**src/hdl/assert_macros.svh**
```systemverilog
// Assertion macros shared by the allocator RTL.
// Each macro checks a property on the rising edge of clk, off while arst_n is low.
`ifndef ASSERT_MACROS_SVH
`define ASSERT_MACROS_SVH

// Same-cycle or sequence property with an error message on failure
`define CHECK_PROP(label, prop, msg) \
	label: assert property (@(posedge clk) disable iff (!arst_n) prop) else $error(msg);

`endif

```
**src/hdl/ffca_ram.sv**
```systemverilog
// Generic single-write, single-read RAM with a registered read port.
// No dependencies; holds the cell and wait records of the allocator.
`default_nettype none

module ffca_ram #(
	parameter int WIDTH = 8,
	parameter int DEPTH = 32
) (
	input  wire logic                     clk,
	input  wire logic                     we,
	input  wire logic [$clog2(DEPTH)-1:0] waddr,
	input  wire logic [WIDTH-1:0]         wdata,
	input  wire logic [$clog2(DEPTH)-1:0] raddr,
	output      logic [WIDTH-1:0]         rdata
);

	logic [WIDTH-1:0] mem [DEPTH];

	always_ff @(posedge clk) begin
		if (we) begin
			mem[waddr] <= wdata;
		end
		rdata <= mem[raddr];
	end

endmodule

`default_nettype wire

```
**config.mk**
```make
export PLATFORM = sky130hd
export DESIGN_NAME = ffca_ram
export DESIGN_NICKNAME = d
export VERILOG_FILES = /design/src/hdl/assert_macros.svh /design/src/hdl/ffca_ram.sv
export SDC_FILE = /design/constraint.sdc
export NUM_CORES = 1
export LEC_CHECK = 0
export BUFFER_PORTS_ARGS = -buffer_cell sky130_fd_sc_hd__buf_2
export CAP_MARGIN = 20
export CORE_ASPECT_RATIO = 1.25
export CORE_MARGIN = 4
export CORE_UTILIZATION = 40
export DETAILED_ROUTE_END_ITERATION = 6
export PLACE_DENSITY_LB_ADDON = 0.25
export SYNTH_ARGS = -nofsm -noshare
export SYNTH_HDL_FRONTEND = slang
export SYNTH_SLANG_ARGS = --single-unit
```
**constraint.sdc**
```tcl
create_clock -name clk -period 3.8 [get_ports clk]
set_input_delay 0.76 -clock clk [delete_from_list [all_inputs] [get_ports clk]]
set_output_delay 0.76 -clock clk [all_outputs]
set_load 0.005 [all_outputs]
```
Word level (Yosys, flattened, before mapping)
Memories as Yosys holds them, arrays and structs flattened. A register that Yosys moved wholly into a read port is not among the register bits.
Index checks and enable logic that the tools add are counted.
{"block": "op_classes", "n_mux": 2}
{"op": "$mux W1", "n": 2}
{"block": "word_totals", "regBits": 0, "mem_bits_rw": 256, "input_bits": 20, "output_inout_bits": 8, "wordCells": 3, "memories": 1}
{"name": "mem", "depth": 32, "word_bits": 8, "read_ports": 1, "rd_clocked_by_memory_dff": 1, "write_ports": 1, "line": "ffca_ram.sv:17", "source": "logic [WIDTH-1:0] mem [DEPTH];"}

Depth between registers and ports, before layout
Gate-level depths: netlist (run 1).
{"block": "depth", "ltp_word": 2, "ltp_mapped": 5}

Worst setup path before layout (run 1)
OpenSTA, ideal clock, no wires.
{"block": "synth_timing", "kind": "in2reg", "start": "in raddr[2]", "end": "reg rdata[0], read port of mem", "setup_ns": 0.121, "arrival_ns": 2.442, "required_ns": 3.679, "setup_slack_ns": 1.238, "cell_stages": 5, "n_path_buf": 2, "path_cell_list": "clkbuf_1 > clkbuf_1 > mux4_2 > mux4_2 > mux2_2"}
{"item": "from (decl)", "line": "ffca_ram.sv:13", "source": "input wire logic [$clog2(DEPTH)-1:0] raddr,"}
{"item": "to (decl)", "line": "ffca_ram.sv:14", "source": "output logic [WIDTH-1:0] rdata"}

==> results of run 1 <==
power by group through the flow:
stage	Combinational, uW	Sequential, uW	Clock (uW)
2_1_floorplan	173	3310	0
3_3_place_gp	297	3320	0
3_5_place_dp	305	3320	0
4_1_cts	305	3250	2610
6_report	298	3250	2560
5_1_grt	320	3260	2740
worst register-to-register path: cells and delay by family, from the launching register on:
kind	cells	cell delay, ns
DFF	1	0.38
muxes	3	1.36
metal layers:
layer,routed length (um),track usage [%]
met2,10500,25.2
met3,1190,1.98
met5,0,0
met1,8760,22.4
met4,378,3.70
metrics by stage:
stage,utilization [%],total power (uW),setup slack [ns],cell area (um^2)
3_5_place_dp,43.0,3620,0.834,10600
5_1_grt,46.5,6310,1.28,11400
4_1_cts,46.5,6170,1.36,11400
3_3_place_gp,43.0,3610,0.832,10600
2_1_floorplan,-,3480,1.24,10100
6_report,46.5,6110,1.35,11400
final cells by class:
class	instances	area [um^2]	share of cell area (%)
clock buffer	30	644	5.64
clock inverter	15	200	1.75
multi-input combinational	133	2100	18.4
sequential	264	7850	68.7
tap	330	413	3.61
timing repair buffer	35	223	1.95
sequential cells by signal, indices dropped and copies added (netlist names):
register,count
rdata,8
mem,256
worst min path at each step:
stage                     cells past startpoint         to
after floorplan                               0  mem[0][0]
after global placement                        3   rdata[2]
after detailed placement                      3   rdata[2]
after CTS                                     2   rdata[0]
after global routing                          2   rdata[0]
final                                         2   rdata[0]
Yosys cell counts:
cell type | number | area share [%]
nand3_1 | 2 | 0.10
buf_1 | 6 | 0.22
nand2_1 | 1 | 0.037
edfxtp_1 | 256 | 76
clkbuf_1 | 6 | 0.22
buf_4 | 6 | 0.45
or3b_2 | 3 | 0.26
buf_2 | 1 | 0.050
dfxtp_1 | 8 | 1.6
buf_6 | 1 | 0.11
mux4_2 | 80 | 18
nand3b_1 | 5 | 0.37
or3_1 | 1 | 0.062
nor2_1 | 33 | 1.2
mux2_2 | 8 | 0.90
cell families after synthesis:
family,after synthesis,share of synthesized area (%)
flip-flops,264,78.1
AND/OR/NAND/NOR,45,2.07
multiplexers,88,18.8
buffers and inverters,20,1.06
==> impl_metrics.tcl, run 1 <==
set metrics [dict create \
    ctsLongestPathBuffers 3 \
    end_kind "flop" \
    crit_top_cell "mux4_2" \
    tns_ns 0 \
    switching_share_pct 19.6 \
    die_w_um 150 \
    fill_cells 1983 \
    cts.sinks 264 \
    clock_power_share_pct 41.9 \
    internal-power_uw 4910 \
    setup_viol 0 \
    dpl.hpwl_um 12800 \
    start_util_pct 40.9 \
    worstPathRequired_ns 4.20 \
    p_sw_uw 1200 \
    nets 479 \
    placed_cells 762 \
    coreArea_um2 24600 \
    worstRegToRegCells 3 \
    rsz0062_at_grt "false" \
    worstPathArrival_ns 2.84 \
    yosys_warnings 0 \
    crit_start "raddr[0]" \
    place_congestion 0.760 \
    die-height_um 185 \
    power_frac_comb_pct 4.9 \
    vias 4411 \
    ios 28 \
    finalCritPeriodShare_pct 64.4 \
    rrSetupSlack_ns 1.94 \
    power_frac_seq_pct 53.2 \
    worst_pin_slew_ns 1.02 \
    timing.rr.start "mem[15][4]" \
    cts_buffers 25 \
    drt_iter0_markers 382 \
    syn-instance-count 417 \
    worstPathCellList "buf_4 > buf_12 > mux4_2 > mux4_2 > mux2_2" \
    dr.pass1.iters 4 \
    r2r_end "rdata[4]" \
    die-area_um2 27800 \
    worstSetupPathDepth 5 \
    port_buffers 27 \
    synth_seq_cells 264 \
    row_count 64 \
    ctsHoldBuffers 0 \
    via_per_inst 5.47 \
    crit_type "in -> reg" \
    htree_levels 1 \
    ys_types 15 \
    skew_ns 0.00849 \
    drive_gt1_share_pct 34.0 \
    layout_common_cells "edfxtp_1 (256), mux4_2 (80), nor2_1 (33)" \
    grt_antenna_before_repair 0 \
    hp-class "in -> reg" \
    wl_per_cell_um 25.7 \
    critPathTopFamily "multiplexers" \
    hp-start "raddr[3]" \
    max_stage_delay_ns 0.64 \
    start_kind "primary input" \
    syn_area_per_cell_um2 24.1 \
    fmax_mhz 409 \
    final_common_cell "edfxtp_1" \
    tritoncts "built" \
    peakVddDrop_v 0.000266 \
    grt_usage_pct 15.4 \
    clk_latency_ns 0.51 \
    slew_headroom_pct 31.7 \
    synth_seq_area_share_pct 78.1 \
    grt_max_degree 65 \
    grt_overflow_total 0 \
    drt-total-wl_um 20800 \
    crit_end "rdata[4]" \
    maxSlewViolCount 0 \
    max_cap_viol_count 0 \
    drtAntennaViolNets 0 \
    leakagePower_uw 0.00353 \
    insertedDiodeCount 0 \
    power.density_nw_per_um2 535 \
    syn-num-nets 437 \
    postCtsSetupBuffers 0 \
    clk_pin_slew_worst_paths_ns 0.06 \
    stdcell_count 807 \
    grt_pass1_vias 4510 \
    grt_first_pass_wirelength_um 31200 \
    synth_area_um2 10100 \
    crit_slowest_cell "mux4_2" \
    syn_to_final_growth_pct 13.7 \
    hold_violations 0 \
    cts_resized 0 \
    holdWs_ns 0.753 \
    cts-root-buf "clkbuf_16" \
    fin_crit_ns 2.45 \
    path_max_fanout 64 \
    drc 0 \
    cp_num_buf_inv 2 \
    status "finished, final reports clean" \
]
Power figures use the tool's default switching activity.
==> inputs of run 2 (changes only) <==
Settings changed: ABC_AREA set to 1.
Clock period 3.8 ns to 2.3 ns, I/O delays scaled along.
==> run 2 against run 1 <==
Sequential share of layout area fell by 4.4 points. Total power up 65%. Flip-flop and latch count stayed put. Synthesized cell count increased by 120%. First-iteration DRC count rose by 50%. Register-to-register slack worse by 0.82 ns. Hold slack got worse by 0.45 ns. Critical path depth down 4. Largest power group unchanged. Sequential power grew 65%. Clock power increased by 59%.
==> impl_metrics.tcl, run 2 <==
set metrics [dict create \
    ctsHoldBuffers 0 \
    grt_max_degree 71 \
    syn-instance-count 922 \
    place_congestion 0.799 \
    syn-num-nets 942 \
    rsz0062_at_grt "false" \
    synth_top_area_cell "edfxtp_1" \
    leakagePower_uw 0.00456 \
    async_flop_share_pct 0 \
    cts_resized 0 \
    fill_cells 2363 \
    wl_per_cell_um 19.8 \
    status "finished, final reports clean" \
    ys_top_cells_by_count "nand2_1 (360), edfxtp_1 (256), nand3_1 (204), nor2_1 (32), buf_6 (24)" \
    ys_types 12 \
    postCtsSetupBuffers 0 \
    cts.sinks 264 \
    worstPathArrival_ns 1.04 \
    clk_latency_ns 0.52 \
    skew_ns 0.00694 \
    yosys_warnings 0 \
    drt-total-wl_um 26400 \
    die-height_um 192 \
    htree_levels 1 \
    cp_num_buf_inv 1 \
    row_count 66 \
    hold_violations 0 \
    tns_ns 0 \
    stdcell_area_um2 12200 \
    grt_overflow_total 0 \
    grt_antenna_before_repair 0 \
    rrSetupSlack_ns 1.12 \
    grt_pass1_vias 7070 \
    cts-root-buf "clkbuf_16" \
    vias 6895 \
    place_area_um2 11400 \
    dp_slack_ns 0.471 \
    port_buffers 27 \
    tritoncts "built" \
    dpl.hpwl_um 15600 \
    synth.most_common_cell "nand2_1" \
    crit_type "reg -> out" \
    ios 28 \
    worst_pin_slew_ns 0.745 \
    start_kind "flop" \
    maxSlewViolCount 0 \
    fin_ws_ns 0.797 \
    nets 992 \
    largest_reg_flops 256 \
    reg_top3 "mem: 256 flops, rdata: 8 flops" \
    die_w_um 155 \
    finalCritPeriodShare_pct 65.3 \
    fin_crit_ns 1.50 \
    synth_top_area_share_pct 71.3 \
    synth_top_flop_cell "edfxtp_1" \
    coreArea_um2 26300 \
    synth_seq_cells 264 \
    fmax_mhz 665 \
    placed_cells 1284 \
    drtAntennaViolNets 0 \
    peakVddDrop_v 0.000548 \
    fin_util_pct 46.4 \
    path_max_fanout 1 \
    synth_seq_area_share_pct 72.8 \
    hp-class "in -> reg" \
    max_cap_viol_count 0 \
    power.density_nw_per_um2 827 \
    die-area_um2 29700 \
    max_stage_delay_ns 0.38 \
    drive_gt1_share_pct 11.2 \
    synth_top_cells_by_area "edfxtp_1 (71%), nand2_1 (13%), nand3_1 (9.5%)" \
    layout_common_cells "nand2_1 (360), edfxtp_1 (256), nand3_1 (204)" \
    end_kind "output pin" \
    via_per_inst 5.18 \
    synth-edff-count 256 \
    clk_pin_slew_worst_paths_ns 0.06 \
    start_util_pct 40.9 \
    slew_headroom_pct 50.3 \
    grt_usage_pct 18.2 \
    critPathTopFamily "flip-flops" \
    ctsLongestPathBuffers 3 \
    worstPathCellList "buf_2" \
    regMostFlops "mem" \
    final_common_cell "nand2_1" \
    setup_viol 0 \
    stdcell_count 1331 \
    syn_to_final_growth_pct 13.2 \
    syn_area_per_cell_um2 11.7 \
    dr.pass1.iters 5 \
    insertedDiodeCount 0 \
    grt_first_pass_wirelength_um 41700 \
    drt_iter0_markers 573 \
    synth_area_um2 10800 \
    worstPathRequired_ns 1.84 \
    drc 0 \
    cts_buffers 26 \
    crit_slowest_cell "dfxtp_1" \
]
## run 2: cell count changes after synthesis, sizes merged
cell | before | now
buf | 14 | 45
clkbuf | 6 | 7
inv | 0 | 10
mux2 | 8 | 0
mux4 | 80 | 0
nand2 | 1 | 360
nand3 | 2 | 204
nand3b | 5 | 0
nor2 | 33 | 32
or3 | 1 | 0
or3b | 3 | 0
## run 2: worst paths after layout
path	from	end	cells past startpoint
hold / removal	raddr[4]	rdata[6]	3
setup / recovery	rdata[4]	rdata[4]	1
hold reg to reg	mem[0][4]	rdata[4]	8
setup reg to reg	mem[27][0]	rdata[0]	8
## run 2: layout make-up
cell class	count	area (um^2)	area share, %
inverter	10	40.0	0.328
sequential	264	7850	64.3
timing repair buffer	74	591	4.84
multi-input combinational	596	2490	20.4
clock inverter	12	111	0.912
clock buffer	35	706	5.78
tap	340	425	3.48
## run 2: layer usage
metal	GRT usage [%]	vias up	routed length, um
li1	-	3292	-
met1	24.1	3356	11000
met2	31.2	202	13200
met3	2.79	45	1450
met4	5.23	0	667
met5	0	-	0
## run 2: kinds of logic after synthesis
kind of cell,after synthesis,share of synthesized area (%)
buffers and inverters,62,4.14
DFF,264,72.8
and+or+nand+nor,596,23.1
## run 2: metrics by stage
stage	hold WS, ns	power [uW]
after CTS	0.269	10200
after floorplan	0.559	5850
after global placement	0.749	6130
final	0.302	10100
after detailed placement	0.742	6130
after global routing	0.295	10500
## run 2: report_power, final
group / total, uW / leakage (uW) / internal, uW / switching [uW]
Clock: 4080 / 0.000397 / 2370 / 1710
Combinational: 648 / 0.00179 / 183 / 465
Sequential: 5370 / 0.00237 / 5350 / 25.1
Total: 10100 / 0.00456 / 7900 / 2200
